===== src/rtl/tcle_pkg.sv =====
// Shared types and constants for the text console line editor.
// No dependencies; used by every module of the block.
package tcle_pkg;

   localparam int COLUMNS_DEF = 80;
   localparam int ROWS_DEF    = 25;

   localparam int POS_W   = 11;
   localparam int CELL_W  = 16;
   localparam int CHAR_W  = 8;
   localparam int ATTR_W  = 8;
   localparam int PO_W    = 7;
   localparam int TYPE_W  = 3;
   localparam int CSR_IW  = 1;
   localparam int CSR_DW  = 8;

   localparam logic [CELL_W-1:0] BLANK_CELL = 16'h0720;
   localparam logic [CELL_W-1:0] CLEAR_CELL = 16'h0020;
   localparam logic [CHAR_W-1:0] SPACE_CHAR = 8'h20;
   localparam logic [PO_W-1:0]   PO_RESET   = 7'd2;
   localparam logic [ATTR_W-1:0] DA_RESET   = 8'd7;
   localparam int                TAB_SPACES = 5;

   localparam logic [CSR_IW-1:0] CSR_PROMPT_OFFSET = 1'd0;
   localparam logic [CSR_IW-1:0] CSR_DEFAULT_ATTR  = 1'd1;

   localparam logic [TYPE_W-1:0] REQ_PUT   = 3'd0;
   localparam logic [TYPE_W-1:0] REQ_LEFT  = 3'd1;
   localparam logic [TYPE_W-1:0] REQ_RIGHT = 3'd2;
   localparam logic [TYPE_W-1:0] REQ_CLEAR = 3'd3;
   localparam logic [TYPE_W-1:0] REQ_READ  = 3'd4;

   localparam logic [CHAR_W-1:0] CH_BS     = 8'd8;
   localparam logic [CHAR_W-1:0] CH_TAB    = 8'd9;
   localparam logic [CHAR_W-1:0] CH_NL     = 8'd10;
   localparam logic [CHAR_W-1:0] CH_CR     = 8'd13;

   typedef enum logic [3:0] {
      OP_INSERT, OP_BACKSPACE, OP_NEWLINE, OP_RETURN, OP_TAB,
      OP_LEFT, OP_RIGHT, OP_CLEAR, OP_READ, OP_NOP
   } op_type;

   typedef struct packed {
      op_type              op;
      logic [CELL_W-1:0]   cell_word;
      logic [POS_W-1:0]    idx;
   } item_type;

endpackage


===== src/rtl/tcle_front.sv =====
// Front end: takes request beats and decodes them into editor operations.
// Depends on tcle_pkg.
module tcle_front (
   input  logic                        req_tvalid,
   output logic                        req_tready,
   input  logic [tcle_pkg::TYPE_W-1:0] req_type,
   input  logic [tcle_pkg::CHAR_W-1:0] char_code,
   input  logic [tcle_pkg::ATTR_W-1:0] attribute,
   input  logic [tcle_pkg::POS_W-1:0]  cell_index,
   input  logic [tcle_pkg::ATTR_W-1:0] default_attribute,
   input  logic                        hold,
   input  logic                        q_full,
   output logic                        push,
   output tcle_pkg::item_type          item
);

   logic [tcle_pkg::ATTR_W-1:0] attr_eff;

   assign attr_eff   = (attribute != '0) ? attribute : default_attribute;
   assign req_tready = !q_full && !hold;
   assign push       = req_tvalid && req_tready;

   always_comb begin
      item.cell_word = {attr_eff, char_code};
      item.idx  = cell_index;
      item.op   = tcle_pkg::OP_NOP;
      case (req_type)
         tcle_pkg::REQ_PUT: begin
            case (char_code)
               tcle_pkg::CH_BS:  item.op = tcle_pkg::OP_BACKSPACE;
               tcle_pkg::CH_NL:  item.op = tcle_pkg::OP_NEWLINE;
               tcle_pkg::CH_CR:  item.op = tcle_pkg::OP_RETURN;
               tcle_pkg::CH_TAB: begin
                  item.op   = tcle_pkg::OP_TAB;
                  item.cell_word = {default_attribute, tcle_pkg::SPACE_CHAR};
               end
               default:          item.op = tcle_pkg::OP_INSERT;
            endcase
         end
         tcle_pkg::REQ_LEFT:  item.op = tcle_pkg::OP_LEFT;
         tcle_pkg::REQ_RIGHT: item.op = tcle_pkg::OP_RIGHT;
         tcle_pkg::REQ_CLEAR: item.op = tcle_pkg::OP_CLEAR;
         tcle_pkg::REQ_READ:  item.op = tcle_pkg::OP_READ;
         default:             item.op = tcle_pkg::OP_NOP;
      endcase
   end

endmodule


===== config.mk =====
export PLATFORM = sky130hd
export DESIGN_NAME = tcle_front
export DESIGN_NICKNAME = d
export VERILOG_FILES = /design/src/rtl/tcle_pkg.sv /design/src/rtl/tcle_front.sv
export SDC_FILE = /design/constraint.sdc
export NUM_CORES = 1
export LEC_CHECK = 0
export ABC_AREA = 1
export BUFFER_PORTS_ARGS = -buffer_cell sky130_fd_sc_hd__buf_2
export CAP_MARGIN = 20
export CORE_MARGIN = 2
export CORE_UTILIZATION = 30
export DETAILED_ROUTE_END_ITERATION = 7
export GPL_TIMING_DRIVEN = 0
export PLACE_DENSITY = 0.95
export SLEW_MARGIN = 30
export SYNTH_ARGS = -nofsm -noshare
export SYNTH_HDL_FRONTEND = slang
export SYNTH_SLANG_ARGS = --single-unit

===== constraint.sdc =====
create_clock -name vclk -period 3.72
set_clock_uncertainty 0.15 [all_clocks]
set_input_delay 0.744 -clock vclk [all_inputs]
set_output_delay 0.744 -clock vclk [all_outputs]
set_load 0.01 [all_outputs]

==> run metrics, run 1 <==
die area 1650 um2; number of cells traversed by the worst hold path 2; Via density 4.39; Diodes inserted 0; max-slew violation total from the final report 0; clock buffer instance count of the final layout 0; cells taking the most area after synthesis sky130_fd_sc_hd__nand2_1 (33%), sky130_fd_sc_hd__buf_4 (20%), sky130_fd_sc_hd__nor2_1 (6.5%); Initial Utilization 31.4%; outcome finished, final reports clean; most common library cells after synthesis sky130_fd_sc_hd__nand2_1 (35), sky130_fd_sc_hd__buf_4 (11), sky130_fd_sc_hd__nor2_1 (7); final-report hold violation count 0; global-route total usage across every layer 12.9%; data arrival time of the critical path 1.69 ns; Vias 693; fill cell total of the finished layout 149; fraction of the cycle the final worst path needs 69.4%; die outline height 40.6 um; # resized after CTS 0; proportion of synthesized area in mux cells 0%; fraction of layout cells with a size suffix above 1 56.6%; area of the multi-input gates 268 um2; total placed instance area 737 um2; Seq/Total Area, Yosys 0%; startpoint of the tightest hold check path cell_index[8]; critical path's top delay family simple AND/OR/NAND/NOR gates; number of distinct library cells after synthesis 15; Endpoint, Worst Hold item[8]; RSZ-0062 raised after global routing no; placement-stage worst setup slack 1.13 ns; largest family of logic cells by synthesized area simple AND/OR/NAND/NOR gates; slowest stage cell on the critical path sky130_fd_sc_hd__nor2_4; number of buffer and inverter stages on the critical path 3; most used standard cell by instance count after synthesis sky130_fd_sc_hd__nand2_1; worst-path maximum fanout 10; Ys Warns 0; leakage power of the design 0.499 nW; Finished Layout Cells 158; Cell Count Post-Placement 158; final period demand of the worst path 2.58 ns; longest individual stage delay on the worst path 0.18 ns; Core Box Area 1280 um2; initial antenna violation count 0; upper clock frequency limit 0.388 GHz; Hold/Removal Path Class input pin to output pin; most repeated library cell on the critical path sky130_fd_sc_hd__nand2_1; Setup Crit Path Kind input pin to output pin; Final setup violation count 0; final wirelength 1300 um; leading area contributor after synthesis sky130_fd_sc_hd__nand2_1; Simple-Gate Fraction of Synth Area 61.5%; total DRC errors in the routed layout 0; slack of the critical path 1.14 ns; vias in the first global route 479; Max rail drop VDD 45.2 uV; largest net degree at the start of global routing 11; final non-filler cell area 737 um2; number of primary I/O pins 74; Cell Area, Synth 403 um2; gpl congestion 0.586; compound-cell area share of the yosys netlist 4.97%; std cell rows 13; Net Count, Synth 121; final layout net count 186; cell breakdown of the critical path buf_2, nor2_2, nand2_1, nor2_4, nand2_4, buf_6, nand2_1, nand2_1, buf_2; slew at the pin closest to its max-slew limit 0.155 ns; Critical Path Source Type input pin; first drt pass iteration count 2; required time at the endpoint of the critical path 2.83 ns; relative max-transition margin 89.6%; synthesized-area fraction occupied by xor and xnor cells 0%; cells after synthesis 80; nature of the critical path endpoint output pin; Max Cap Viol 0; iteration-0 DRC count of the detailed router 3; Setup TNS 0 ns; final sequential cell count 0; buffer count from post-CTS setup fixing 0; Mapped Avg Cell Area 5.04 um2; cts-stage hold buffer count 0; average detailed-routed wire length per instance 8.25 um; Antenna Violating Nets Remaining 0; area share of the largest cell type after synthesis 32.6%; global-route wire length before repair 1560 um; area taken by flip-flops and latches 0 um2; total power divided by cell area 98.6 nW/um2; Area Growth Syn to Fin 82.9%; number of buffers inserted by port buffering 63; post-synthesis adder-cell area fraction 0%; chip width 40.6 um; Overflow after GRT 0
[worst max path at each step]
stage | from | end | cells after the start
detailed placement | req_type[0] | item[19] | 9
floorplan | req_type[0] | item[29] | 6
global route | req_type[0] | item[21] | 9
global placement | req_type[0] | item[19] | 9
CTS | req_type[0] | item[19] | 9
finish | req_type[0] | item[19] | 9
[cell families after synthesis]
group	Yosys count
AOI/OAI and AO/OA	4
buffers and inverters	23
and+or+nand+nor	53
[where the power goes]
part,total (mW),internal [mW],switching (mW),leakage [nW]
clock,0,0,0,0
sequential,0,0,0,0
combinational,0.0727,0.0386,0.0340,0.499
total,0.0727,0.0386,0.0340,0.499
[stage by stage]
step	power (mW)	hold slack (ns)	util, %
after CTS	0.0737	1.52	57.4
after floorplan	0.0358	1.38	-
after global routing	0.0812	1.53	57.4
after global placement	0.0709	1.52	57.4
after detailed placement	0.0734	1.52	57.4
final	0.0727	1.52	57.4
[cell usage in the layout (no fill, tap or decap), types with 2 or more instances in the layout]
cell type                  synthesis  layout
sky130_fd_sc_hd__nand4_1           2       2
sky130_fd_sc_hd__nand2_4           2       2
sky130_fd_sc_hd__inv_1             5       5
sky130_fd_sc_hd__nor2_1            7       7
sky130_fd_sc_hd__clkbuf_1          6       6
sky130_fd_sc_hd__a21oi_1           3       3
sky130_fd_sc_hd__buf_4            11      11
sky130_fd_sc_hd__nand3_1           2       2
sky130_fd_sc_hd__nand2_1          35      35
sky130_fd_sc_hd__buf_2             0      63
sky130_fd_sc_hd__nor2_2            2       2
[area by class of cell]
cell class | instances | share of cell area (%)
Timing Repair Buffer | 63 | 42.8
Multi-Input combinational cell | 57 | 36.3
Buffer | 18 | 15.8
Inverter | 5 | 2.55
Tap cell | 15 | 2.55
[per-layer routing]
layer  vias to the layer above  GRT usage, %  share of wire, %  routed length [um]
met3                         0         0.543                15                 198
met2                        49          31.0                52                 677
met5                         -             0                 0                   0
met1                       289          11.5                33                 427
met4                         0             0                 0                   0
li1                        355             -                 -                   -
Power figures use the tool's default switching activity.
==> run 2, diff against run 1 <==
--- a/config.mk
+++ b/config.mk
@@ -9,10 +9,10 @@
 export BUFFER_PORTS_ARGS = -buffer_cell sky130_fd_sc_hd__buf_2
 export CAP_MARGIN = 20
 export CORE_MARGIN = 2
-export CORE_UTILIZATION = 30
+export CORE_UTILIZATION = 25
 export DETAILED_ROUTE_END_ITERATION = 7
 export GPL_TIMING_DRIVEN = 0
-export PLACE_DENSITY = 0.95
+export PLACE_DENSITY = 0.91
 export SLEW_MARGIN = 30
 export SYNTH_ARGS = -nofsm -noshare
 export SYNTH_HDL_FRONTEND = slang
==> constraint.sdc (replaced) <==
create_clock -name vclk -period 2.25
set_clock_uncertainty 0.15 [all_clocks]
set_input_delay 0.45 -clock vclk [all_inputs]
set_output_delay 0.45 -clock vclk [all_outputs]
set_load 0.01 [all_outputs]
==> run metrics, run 2 (synthesis results as in run 1) <==
outcome finished, final reports clean; DP HPWL 1220 um; Initial Utilization 26.7%; critical path's top delay family simple AND/OR/NAND/NOR gates; chip width 44.1 um; initial antenna violation count 0; max-slew violation total from the final report 0; fraction of layout cells with a size suffix above 1 56.6%; Vias 659; required time at the endpoint of the critical path 1.65 ns; Max Cap Viol 0; nature of the critical path endpoint output pin; first drt pass iteration count 4; vias in the first global route 536; Diodes inserted 0; final-report hold violation count 0; number of buffer and inverter stages on the critical path 3; Area Growth Syn to Fin 83.2%; Setup TNS 0 ns; Hold/Removal Path Class input pin to output pin; final period demand of the worst path 1.98 ns; number of cells traversed by the worst hold path 2; number of primary I/O pins 74; Via density 4.14; gpl congestion 0.785; most frequent cells in the layout sky130_fd_sc_hd__buf_2 (63), sky130_fd_sc_hd__nand2_1 (35), sky130_fd_sc_hd__buf_4 (11), sky130_fd_sc_hd__nor2_1 (7), sky130_fd_sc_hd__clkbuf_1 (6); final wirelength 1300 um; iteration-0 DRC count of the detailed router 2; final sequential cell count 0; Critical Path Source Type input pin; placement-stage worst setup slack 0.249 ns; global-route wire length before repair 1960 um; longest individual stage delay on the worst path 0.18 ns; upper clock frequency limit 0.504 GHz; Overflow after GRT 0; std cell rows 14; cell breakdown of the critical path buf_2, nor2_2, nand2_1, nor2_4, nand2_4, buf_6, nand2_1, nand2_1, buf_2; total power divided by cell area 162 nW/um2; most repeated library cell on the critical path sky130_fd_sc_hd__nand2_1; data arrival time of the critical path 1.38 ns; area taken by flip-flops and latches 0 um2; relative max-transition margin 89.5%; global-route total usage across every layer 12.4%; RSZ-0062 raised after global routing no; Endpoint, Worst Hold item[8]; average detailed-routed wire length per instance 8.16 um; most common library cell in the layout ignoring fill and taps sky130_fd_sc_hd__buf_2; slack of the critical path 0.265 ns; Core Box Area 1510 um2; die area 1950 um2; worst-path maximum fanout 10; final layout net count 186; slew at the pin closest to its max-slew limit 0.157 ns; startpoint of the tightest hold check path cell_index[8]; slowest stage cell on the critical path sky130_fd_sc_hd__nor2_4; Setup Crit Path Kind input pin to output pin; die outline height 44.1 um; leakage power of the design 0.499 nW; Antenna Violating Nets Remaining 0; fraction of the cycle the final worst path needs 88.2%; clock buffer instance count of the final layout 0; Max rail drop VDD 68.6 uV; number of buffers inserted by port buffering 63; Final setup violation count 0; # resized after CTS 0; largest net degree at the start of global routing 11; cts-stage hold buffer count 0; total DRC errors in the routed layout 0; buffer count from post-CTS setup fixing 0
## run 2: cell counts in the layout (fill, tap and decap cells not counted)
No cell type changed its count.
## run 2: metal layers
layer  global-route usage [%]  wire [um]
met5                        0          0
met4                        0          0
met3                     1.22        195
met2                     27.1        670
met1                     12.9        432
## run 2: worst max-delay path by stage
| stage | from | endpoint | slack [ns] | cells past startpoint |
|---|---|---|---|---|
| after floorplan | req_type[0] | item[29] | 0.53 | 6 |
| after global placement | req_type[0] | item[23] | 0.28 | 9 |
| after detailed placement | req_type[0] | item[23] | 0.25 | 9 |
| after CTS | req_type[0] | item[23] | 0.25 | 9 |
| after global routing | req_type[0] | item[25] | 0.14 | 9 |
| final | req_type[0] | item[23] | 0.27 | 9 |
## run 2: power by group
group,internal (mW),switching [mW]
Clock,0,0
Sequential,0,0
Combinational,0.0638,0.0556
## run 2: stage by stage
stage                     total power, mW  area (um2)  utilization, %  cells  hold WS, ns
after floorplan                    0.0592         403               -     80        0.793
after global placement              0.118         738            49.0    159        0.934
after detailed placement            0.121         738            49.0    159        0.934
after CTS                           0.121         738            49.0    159        0.934
after global routing                0.132         738            49.0    159        0.937
final                               0.119         738            49.0    159        0.933
## run 2: area by class of cell
type	count	area, um2
plain buffers	18	116
repair buffers	63	315
fillers	162	768
multi-input cells	57	268
inverters	5	18.8
well taps	16	20.0
