File: src/rtl/tcle_pkg.sv
// Shared types and constants for the text console line editor.
// No dependencies; used by every module of the block.
package tcle_pkg;

   localparam int COLUMNS_DEF = 80;
   localparam int ROWS_DEF    = 25;

   localparam int POS_W   = 11;
   localparam int CELL_W  = 16;
   localparam int CHAR_W  = 8;
   localparam int ATTR_W  = 8;
   localparam int PO_W    = 7;
   localparam int TYPE_W  = 3;
   localparam int CSR_IW  = 1;
   localparam int CSR_DW  = 8;

   localparam logic [CELL_W-1:0] BLANK_CELL = 16'h0720;
   localparam logic [CELL_W-1:0] CLEAR_CELL = 16'h0020;
   localparam logic [CHAR_W-1:0] SPACE_CHAR = 8'h20;
   localparam logic [PO_W-1:0]   PO_RESET   = 7'd2;
   localparam logic [ATTR_W-1:0] DA_RESET   = 8'd7;
   localparam int                TAB_SPACES = 5;

   localparam logic [CSR_IW-1:0] CSR_PROMPT_OFFSET = 1'd0;
   localparam logic [CSR_IW-1:0] CSR_DEFAULT_ATTR  = 1'd1;

   localparam logic [TYPE_W-1:0] REQ_PUT   = 3'd0;
   localparam logic [TYPE_W-1:0] REQ_LEFT  = 3'd1;
   localparam logic [TYPE_W-1:0] REQ_RIGHT = 3'd2;
   localparam logic [TYPE_W-1:0] REQ_CLEAR = 3'd3;
   localparam logic [TYPE_W-1:0] REQ_READ  = 3'd4;

   localparam logic [CHAR_W-1:0] CH_BS     = 8'd8;
   localparam logic [CHAR_W-1:0] CH_TAB    = 8'd9;
   localparam logic [CHAR_W-1:0] CH_NL     = 8'd10;
   localparam logic [CHAR_W-1:0] CH_CR     = 8'd13;

   typedef enum logic [3:0] {
      OP_INSERT, OP_BACKSPACE, OP_NEWLINE, OP_RETURN, OP_TAB,
      OP_LEFT, OP_RIGHT, OP_CLEAR, OP_READ, OP_NOP
   } op_type;

   typedef struct packed {
      op_type              op;
      logic [CELL_W-1:0]   cell_word;
      logic [POS_W-1:0]    idx;
   } item_type;

endpackage

File: src/rtl/tcle_queue.sv
// Two-entry operation queue between front end and sequencer.
// Depends on tcle_pkg.
module tcle_queue (
   input  logic               clock,
   input  logic               reset,
   input  logic               push,
   input  tcle_pkg::item_type push_item,
   output logic               full,
   input  logic               pop,
   output logic               valid,
   output tcle_pkg::item_type pop_item
);

   tcle_pkg::item_type slot_ff [2];
   logic               wr_ff, rd_ff;
   logic [1:0]         count_ff;

   assign full     = (count_ff == 2'd2);
   assign valid    = (count_ff != 2'd0);
   assign pop_item = slot_ff[rd_ff];

   always_ff @(posedge clock) begin
      if (push) slot_ff[wr_ff] <= push_item;
      if (reset) begin
         wr_ff    <= 1'b0;
         rd_ff    <= 1'b0;
         count_ff <= 2'd0;
      end else begin
         if (push) wr_ff <= !wr_ff;
         if (pop)  rd_ff <= !rd_ff;
         count_ff <= count_ff + {1'b0, push} - {1'b0, pop};
      end
   end

endmodule

File: config.mk
export PLATFORM = sky130hd
export DESIGN_NAME = tcle_queue
export DESIGN_NICKNAME = d
export VERILOG_FILES = /design/src/rtl/tcle_pkg.sv /design/src/rtl/tcle_queue.sv
export SDC_FILE = /design/constraint.sdc
export NUM_CORES = 1
export LEC_CHECK = 0
export ABC_AREA = 1
export BUFFER_PORTS_ARGS = -buffer_cell sky130_fd_sc_hd__buf_2
export CORE_MARGIN = 5
export CORE_UTILIZATION = 55
export CTS_CLUSTER_DIAMETER = 150
export DETAILED_ROUTE_END_ITERATION = 6
export GPL_ROUTABILITY_DRIVEN = 0
export PLACE_DENSITY = 0.91
export SLEW_MARGIN = 0
export SYNTH_ARGS = -nofsm -noshare
export SYNTH_HDL_FRONTEND = slang
export SYNTH_SLANG_ARGS = --single-unit
File: constraint.sdc
create_clock -name clock -period 3.45 [get_ports clock]
set_clock_uncertainty 0.2 [all_clocks]
set_input_delay 0.1725 -clock clock [delete_from_list [all_inputs] [get_ports clock]]
set_output_delay 0.1725 -clock clock [all_outputs]
set_load 0.1 [all_outputs]
==> metrics.yaml, run 1 <==
antenna_violations_before_repair: 0
cp_data_required_time_ns: 3.08
min_from: "wr_ff"
timing_worst_slew_pin_value_ns: 0.815
cts_buffers: 9
dp_hpwl_mm: 2.88
yosys_most_used_dff: "sky130_fd_sc_hd__edfxtp_1"
synth_edf_count: 62
yosys-top-cells-count: "62 x sky130_fd_sc_hd__edfxtp_1, 31 x sky130_fd_sc_hd__mux2_2, 8 x sky130_fd_sc_hd__inv_1"
syn_avg_cell_area_um2: 19.4
core.rowCount: 24
finalHoldViolations: 0
synthTopCellsByArea: "sky130_fd_sc_hd__edfxtp_1 75%, sky130_fd_sc_hd__mux2_2 14%, sky130_fd_sc_hd__dfxtp_1 4.1%"
yosysWarningCount: 0
outcome: "finished, final reports clean"
highest_layer_used_for_signal_routing: "met4"
ctsLongestPathBuffers: 2
drive_gt1_frac: 0.471
regToRegEndpoint: "slot_ff[0][20]"
clock_tree_from_tritoncts: "built"
synth.lib_cells_used.distinct: 12
critPathMaxFanout: 19
detailroute.wirelength.met3_um: 303
crit-reg2reg-launch: "wr_ff"
seq_power_share: 0.460
die_area_um2: 5930
critical_path_class: "reg2out"
synth-async-reset-ratio: 0
max_freq_ghz: 0.386
gr-usage-all-layers: 0.180
vias_per_cell: 4.90
ctsHtreeMaxLevel: 3
num_vias: 1449
power.static_leakage_nw: 1.34
worstSetupEndpointType: "output port"
grt_max_degree: 20
post_synth_inst_count: 127
num_io_pins: 68
layout-area-overhead-vs-synth_pct: 37.2
die_y_um: 77.0
initial_utilization: 0.567
route.layer.met1.wl_mm: 1.85
grt_remaining_overflow: 0
timing.reg2reg.worst_path_depth: 2
ctsRootBufferMaster: "sky130_fd_sc_hd__clkbuf_8"
setup_total_negative_slack_ns: 0
final-setup-viol-count: 0
min_path_type: "reg2reg"
cellInternalPower_mw: 1.39
grt_pass1_vias: 1626
synth-seq-cells: 67
finalWorstPathRequiredPeriod_ns: 2.59
worst_setup_path_endpoint: "pop_item[24]"
drt_pre_antenna_iters: 4
core-area_um2: 4350
netlist_area_um2: 2470
routed-wl-met2_mm: 2.73
numPortBuffers: 67
rsz0062_at_grt: "no"
post-route-drc-count: 0
netlist.area_leader.share: 0.754
antennaDiodeCount: 0
routed_wire_length_per_instance_um: 16.9
tritoncts_num_sinks: 67
clock_power_share: 0.295
sw_frac_of_total: 0.334
detail_route.wirelength_mm: 4.99
fillCellCount: 243
postSynthNetCount: 164
synth_seq_area_share: 0.795
power_switching_mw: 0.697
comb_power_share: 0.245
final.period_utilization: 0.751
synth_top_cell_by_area: "sky130_fd_sc_hd__edfxtp_1"
drv_slew: 0
clk_latency_ns: 0.33
yosys.cell_count.top_type: "sky130_fd_sc_hd__edfxtp_1"
clk_transition_reported_paths_ns: 0.07
maxSlewHeadroom: 0.456
ant_nets: 0
nNetsFinal: 276
worstSetupStartpointType: "flop"
wire_length_of_the_first_global_routing_pass_mm: 8.11
r2r_slack_ns: 1.62
stdcell_count: 296
detail_route.iter0.violations: 65
worst_ir_drop_vdd_uv: 448
worstPathArrival_ns: 2.22
place.detailed.instances: 246
power_density_nw_per_um2: 615
die_w_um: 77.0
number_of_maximum_capacitance_constraint_violations: 0
-- critical path, stage by stage (launching register included) --
cell and delay [ns]:
sky130_fd_sc_hd__dfxtp_1 0.85, sky130_fd_sc_hd__buf_4 0.36, sky130_fd_sc_hd__mux2_2 0.38, sky130_fd_sc_hd__buf_2 0.30
-- registers in the layout (all words and copies together), names as in the netlist, named ones only --
register and cells:
rd_ff 1, wr_ff 1, count_ff 2, slot_ff 62
-- cell type report --
| type | count | area (um^2) | area share |
|---|---|---|---|
| Clock buffer | 11 | 131 | 0.0388 |
| Clock inverter | 5 | 53.8 | 0.0159 |
| Inverter | 8 | 30.0 | 0.00887 |
| Multi-Input combinational cell | 49 | 445 | 0.132 |
| Sequential cell | 67 | 1960 | 0.579 |
| Tap cell | 52 | 65.1 | 0.0192 |
| Timing Repair Buffer | 104 | 698 | 0.206 |
-- cell usage in the layout (no fill, tap or decap) --
cell type and instances:
sky130_fd_sc_hd__buf_2 67, sky130_fd_sc_hd__edfxtp_1 62, sky130_fd_sc_hd__dlygate4sd3_1 34, sky130_fd_sc_hd__mux2_2 31, sky130_fd_sc_hd__clkbuf_8 9, sky130_fd_sc_hd__inv_1 8, sky130_fd_sc_hd__nor2_1 6, sky130_fd_sc_hd__nand2_1 5
sky130_fd_sc_hd__dfxtp_1 5, sky130_fd_sc_hd__buf_4 3, sky130_fd_sc_hd__ha_1 2, sky130_fd_sc_hd__clkbuf_1 2, sky130_fd_sc_hd__clkinvlp_4 2, sky130_fd_sc_hd__nor2_2 1, sky130_fd_sc_hd__xnor2_1 1, sky130_fd_sc_hd__nor3_1 1
sky130_fd_sc_hd__a21oi_1 1, sky130_fd_sc_hd__nand3_1 1, sky130_fd_sc_hd__clkinv_2 1, sky130_fd_sc_hd__bufinv_16 1, sky130_fd_sc_hd__clkinv_1 1
-- power groups by stage --
| stage | Sequential, mW | Combinational [mW] | Clock (mW) |
|---|---|---|---|
| 6_report | 0.959 | 0.510 | 0.614 |
| 3_3_place_gp | 0.973 | 0.473 | 0 |
| 3_5_place_dp | 0.976 | 0.479 | 0 |
| 5_1_grt | 0.963 | 0.532 | 0.657 |
| 2_1_floorplan | 0.966 | 0.411 | 0 |
| 4_1_cts | 0.958 | 0.509 | 0.615 |
-- through the flow --
stage | area [um^2] | util | worst slack [ns] | total power [mW] | hold WS [ns]
floorplan | 2470 | - | 1.19 | 1.38 | 0.0437
global placement | 2860 | 0.657 | 1.24 | 1.45 | 0.160
detailed placement | 2860 | 0.657 | 1.22 | 1.45 | 0.164
CTS | 3390 | 0.778 | 0.866 | 2.08 | 0.326
global route | 3390 | 0.778 | 0.751 | 2.15 | 0.350
finish | 3390 | 0.778 | 0.859 | 2.08 | 0.327
-- worst min-delay path by stage --
stage / endpoint / slack, ns / cells after the start
final: wr_ff / 0.33 / 2
after global placement: slot_ff[1][4] / 0.16 / 1
after CTS: wr_ff / 0.33 / 2
after detailed placement: slot_ff[1][24] / 0.16 / 1
after floorplan: count_ff[0] / 0.04 / 1
after global routing: wr_ff / 0.35 / 2
-- cell families after synthesis --
kind of cell | share of synthesized area
compound gates | 0.00203
buf+inv | 0.0258
simple gates | 0.0223
flops | 0.795
fa+ha+maj | 0.0101
xor+xnor | 0.00355
mux | 0.141
-- metal layers --
layer  vias to the layer above  global-route usage
li1                        700                   -
met1                       686               0.197
met2                        53               0.322
met3                        10              0.0562
met4                         0              0.0756
met5                         -                   0
-- timing repair --
action | 4_1_cts | 5_1_grt
hold endpoints to repair | 67 | 0
setup buffers | 0 | 0
resized for setup | 0 | 0
hold buffers | 34 | 0
(Power assumes the default switching activity.)
==> run 2: changes to the inputs <==
CORE_UTILIZATION = 46   (was 55)
PLACE_DENSITY = 0.82   (was 0.91)
clock period = 2.1 ns   (was 3.45 ns; I/O delays follow)
==> run 2 against run 1 <==
Net effect:
- register-to-register slack worse by 1.4 ns
- first-iteration DRC count is 15% higher
- flip-flop and latch count stayed put
- via count is 2.3% higher
- sequential power is 63% higher
- largest power group unchanged
==> metrics.yaml, run 2 (synthesis gave the netlist of run 1 again) <==
most_frequent_cells_in_the_layout: "62 x sky130_fd_sc_hd__edfxtp_1, 36 x sky130_fd_sc_hd__buf_2, 35 x sky130_fd_sc_hd__dlygate4sd3_1"
rsz0062_at_grt: "no"
final.period_utilization: 0.933
min_from: "push_item[1]"
dp_hpwl_mm: 3.35
timing.reg2reg.worst_path_depth: 7
sw_frac_of_total: 0.309
critical_path_class: "in2reg"
max_freq_ghz: 0.510
nNetsFinal: 278
power.static_leakage_nw: 1.54
worst_ir_drop_vdd_uv: 666
number_of_maximum_capacitance_constraint_violations: 0
detail_route.iter0.violations: 75
r2r_slack_ns: 0.19
power_switching_mw: 1.16
clk_transition_reported_paths_ns: 0.07
ant_nets: 0
grt_remaining_overflow: 0
clk_latency_ns: 0.33
cp_data_required_time_ns: 2.13
drv_slew: 0
seq_power_share: 0.415
post-route-cell-area_um2: 3940
critPathMaxFanout: 2
routed_wire_length_per_instance_um: 16.4
fillCellCount: 302
hold_path_depth: 2
maxSlewHeadroom: 0.676
finalWorstPathRequiredPeriod_ns: 1.96
clock_tree_from_tritoncts: "built"
least_setup_slack_across_all_paths_after_layout_ns: 0.141
grt_max_degree: 33
grt_pass1_vias: 1693
initial_utilization: 0.477
core-area_um2: 5170
worstSetupStartpointType: "input port"
largestRegisters: "slot_ff x62, count_ff x2"
die_y_um: 83.3
setup_total_negative_slack_ns: 0
num_vias: 1483
largest_reg_flops: 62
gr-usage-all-layers: 0.163
finalHoldViolations: 0
placedInstanceArea_um2: 3370
cts.repair.resized: 0
crit-reg2reg-launch: "count_ff[0]"
layout-area-overhead-vs-synth_pct: 59.4
wire_length_of_the_first_global_routing_pass_mm: 8.34
drive_gt1_frac: 0.476
vias_per_cell: 4.68
regToRegEndpoint: "count_ff[0]"
whs_ns: 0.297
num_io_pins: 68
cellInternalPower_mw: 2.60
core.rowCount: 26
detail_route.wirelength_mm: 5.21
largest-register: "slot_ff"
ctsRootBufferMaster: "sky130_fd_sc_hd__clkbuf_8"
min_path_type: "in2reg"
power_density_nw_per_um2: 957
tritoncts_num_sinks: 67
drt_pre_antenna_iters: 4
final-setup-viol-count: 0
antenna_violations_before_repair: 1
layout_commonest_cell: "sky130_fd_sc_hd__edfxtp_1"
ctsLongestPathBuffers: 2
comb_power_share: 0.291
die_area_um2: 6930
die_w_um: 83.3
cts_setup_buffers: 0
numPortBuffers: 67
clock_power_share: 0.294
ctsHtreeMaxLevel: 3
post-route-drc-count: 0
worst_hold_path.endpoint: "slot_ff[1][1]"
outcome: "finished, final reports clean"
timing_worst_slew_pin_value_ns: 0.489
worstPathArrival_ns: 1.98
fin_util: 0.761
setup_slack_placement_ns: 0.570
ctsHoldBuffers: 35
worstSetupEndpointType: "flop"
cts_buffers: 9
## run 2: critical path, stage by stage
cell	delay, ns
sky130_fd_sc_hd__dlygate4sd3_1	0.53
sky130_fd_sc_hd__buf_2	0.14
sky130_fd_sc_hd__ha_1	0.28
sky130_fd_sc_hd__inv_1	0.04
sky130_fd_sc_hd__ha_1	0.26
sky130_fd_sc_hd__inv_1	0.05
sky130_fd_sc_hd__nor2_1	0.04
sky130_fd_sc_hd__dlygate4sd3_1	0.54
## run 2: power groups by stage
stage | Clock, mW | Sequential, mW | Combinational (mW)
2_1_floorplan | 0 | 1.59 | 0.675
3_3_place_gp | 0 | 1.59 | 1.03
3_5_place_dp | 0 | 1.59 | 1.05
4_1_cts | 1.13 | 1.56 | 1.10
5_1_grt | 1.21 | 1.57 | 1.14
6_report | 1.11 | 1.56 | 1.10
## run 2: area by class of cell
cell class,instances,area [um^2],area share
clock inverter,5,77.6,0.0197
clock buffer,11,131,0.0334
inverter,8,30.0,0.00763
tap,70,87.6,0.0223
antenna,1,2.50,0.000636
sequential,67,1960,0.499
multi-input combinational,49,450,0.114
timing repair buffer,106,1190,0.303
## run 2: how the worst max path moves through the flow
stage                           start      endpoint  slack (ns)  depth (start not counted)
final                             pop   count_ff[0]        0.14                          8
after global routing              pop   count_ff[0]         0.1                          8
after CTS                         pop   count_ff[0]        0.16                          8
after detailed placement         flop  pop_item[26]        0.57                          3
after global placement           flop  pop_item[26]        0.59                          3
after floorplan           count_ff[1]          full        0.18                          2
## run 2: through the flow
stage	cells	power, mW
after floorplan	127	2.26
after global placement	265	2.61
after detailed placement	265	2.64
after CTS	316	3.80
after global routing	317	3.91
final	317	3.77
## run 2: metal layers
| metal | up-vias | wire length (um) | global-route usage | share of wire |
|---|---|---|---|---|
| met5 | - | 0 | 0 | 0 |
| li1 | 706 | - | - | - |
| met4 | 0 | 105 | 0.0892 | 0.020 |
| met1 | 713 | 1880 | 0.159 | 0.36 |
| met3 | 9 | 287 | 0.0564 | 0.055 |
| met2 | 55 | 2940 | 0.297 | 0.56 |
==> run 3: changes to the inputs <==
PLACE_DENSITY = default   (was 0.82)
PLACE_DENSITY_LB_ADDON = 0.12   (was default)
==> run 3 against run 2 <==
Net effect:
- largest power group unchanged
- global-route usage fell by 1.1 points
- die area did not move
- register-to-register slack barely moved
- final cell count fell by 0.32%
==> metrics.yaml, run 3 (synthesis gave the netlist of run 1 again) <==
setup_slack_placement_ns: 0.630
final.period_utilization: 0.937
finalWorstPathRequiredPeriod_ns: 1.97
fin_util: 0.759
least_setup_slack_across_all_paths_after_layout_ns: 0.132
power.static_leakage_nw: 1.54
stdcell_count: 316
grt_max_degree: 32
die_y_um: 83.3
routed_wire_length_per_instance_um: 15.2
min_from: "push_item[1]"
crit_family: "buffers and inverters"
hold_path_depth: 2
largestRegisters: "slot_ff x62, count_ff x2"
grt_pass1_vias: 1651
seq_power_share: 0.413
layout_commonest_cell: "sky130_fd_sc_hd__edfxtp_1"
cts.repair.resized: 0
timing_worst_slew_pin_value_ns: 0.487
core.rowCount: 26
setup_total_negative_slack_ns: 0
cts_buffers: 9
detailroute.wirelength.met3_um: 279
detail_route.iter0.violations: 44
drv_slew: 0
ctsLongestPathBuffers: 2
wire_length_of_the_first_global_routing_pass_mm: 8.18
report.power.total_mw: 3.78
cp_data_required_time_ns: 2.12
initial_utilization: 0.477
ctsHoldBuffers: 35
nNetsFinal: 278
highest_layer_used_for_signal_routing: "met4"
critPathSlowestCell: "sky130_fd_sc_hd__dlygate4sd3_1"
route.layer.met1.wl_mm: 1.83
place.detailed.instances: 265
drive_gt1_frac: 0.484
max_freq_ghz: 0.508
maxSlewHeadroom: 0.678
dp_hpwl_mm: 3.00
finalHoldViolations: 0
ctsRootBufferMaster: "sky130_fd_sc_hd__clkbuf_8"
sw_frac_of_total: 0.313
crit_start: "pop"
comb_power_share: 0.288
vias_per_cell: 4.66
number_of_maximum_capacitance_constraint_violations: 0
max_stage_delay_ns: 0.54
power_switching_mw: 1.18
min_path_type: "in2reg"
ant_nets: 0
most_frequent_cells_in_the_layout: "62 x sky130_fd_sc_hd__edfxtp_1, 36 x sky130_fd_sc_hd__buf_2, 35 x sky130_fd_sc_hd__dlygate4sd3_1"
clock_power_share: 0.299
antenna_violations_before_repair: 0
largest-register: "slot_ff"
final-setup-viol-count: 0
clk_transition_reported_paths_ns: 0.07
critical_path_buf_inv_count: 5
timing.reg2reg.worst_path_depth: 7
grt_remaining_overflow: 0
critical_path_class: "in2reg"
clk_latency_ns: 0.32
clock_tree_from_tritoncts: "built"
worst_hold_path.endpoint: "slot_ff[1][1]"
layout-area-overhead-vs-synth_pct: 59.0
worstSetupEndpointType: "flop"
r2r_slack_ns: 0.18
worst_ir_drop_vdd_uv: 621
post-route-drc-count: 0
core-area_um2: 5170
power_density_nw_per_um2: 963
crit-reg2reg-launch: "count_ff[0]"
detail_route.wirelength_mm: 4.80
crit_path_cell_trace: "dlygate4sd3_1, buf_2, ha_1, inv_1, ha_1, inv_1, nor2_1, dlygate4sd3_1"
drt_pre_antenna_iters: 4
num_io_pins: 68
cellInternalPower_mw: 2.60
tritoncts_num_sinks: 67
ctsHtreeMaxLevel: 3
worstPathArrival_ns: 1.98
die_area_um2: 6930
gr-usage-all-layers: 0.152
largest_reg_flops: 62
rsz0062_at_grt: "no"
routed-wl-met2_mm: 2.60
worstSetupStartpointType: "input port"
regToRegEndpoint: "count_ff[0]"
antennaDiodeCount: 0
num_vias: 1474
numPortBuffers: 67
die_w_um: 83.3
cts_setup_buffers: 0
critPathMaxFanout: 2
outcome: "finished, final reports clean"
[run 3: cell count changes in the layout (fill, tap and decap cells not counted), sizes merged]
| cell | delta |
|---|---|
| clkinv | +1 |
| diode | -1 |
| clkbuf | -2 |
| inv | +1 |
[run 3: worst register-to-register path: cells and delay by family, from the launching register on]
kind                     cells  cell delay, ns
AND/OR/NAND/NOR              1            0.03
adder cells (fa/ha/maj)      2            0.53
buffers and inverters        4            0.70
flip-flops                   1            0.34
[run 3: routing by layer]
| metal | vias up | global-route usage |
|---|---|---|
| li1 | 705 | - |
| met1 | 713 | 0.166 |
| met2 | 47 | 0.269 |
| met3 | 9 | 0.0505 |
| met4 | 0 | 0.0624 |
| met5 | - | 0 |
[run 3: final cells by class]
cell class	count	area (um^2)
sequential	67	1960
fill	303	1250
timing repair buffer	106	1180
multi-input combinational	49	450
clock buffer	9	124
clock inverter	7	91.3
tap	70	87.6
inverter	8	30.0
[run 3: how the worst max path moves through the flow]
stage                      to  cells past startpoint  slack [ns]
6_report          count_ff[0]                      8        0.13
5_1_grt           count_ff[0]                      8        0.03
4_1_cts           count_ff[0]                      8        0.13
3_5_place_dp     pop_item[19]                      3        0.63
3_3_place_gp   slot_ff[1][22]                      3        0.66
2_1_floorplan            full                      2        0.18
[run 3: through the flow]
stage          instance area [um^2]  hold WS [ns]
3_3_place_gp                   3360        0.0919
4_1_cts                        3930         0.285
2_1_floorplan                  2470       -0.0238
5_1_grt                        3930         0.291
3_5_place_dp                   3360        0.0967
6_report                       3930         0.295
[run 3: power by group through the flow]
stage	clock network, mW	registers, mW	logic (mW)
after floorplan	0	1.59	0.675
after global placement	0	1.59	1.02
after detailed placement	0	1.59	1.04
after CTS	1.15	1.56	1.09
after global routing	1.21	1.57	1.13
final	1.13	1.56	1.09
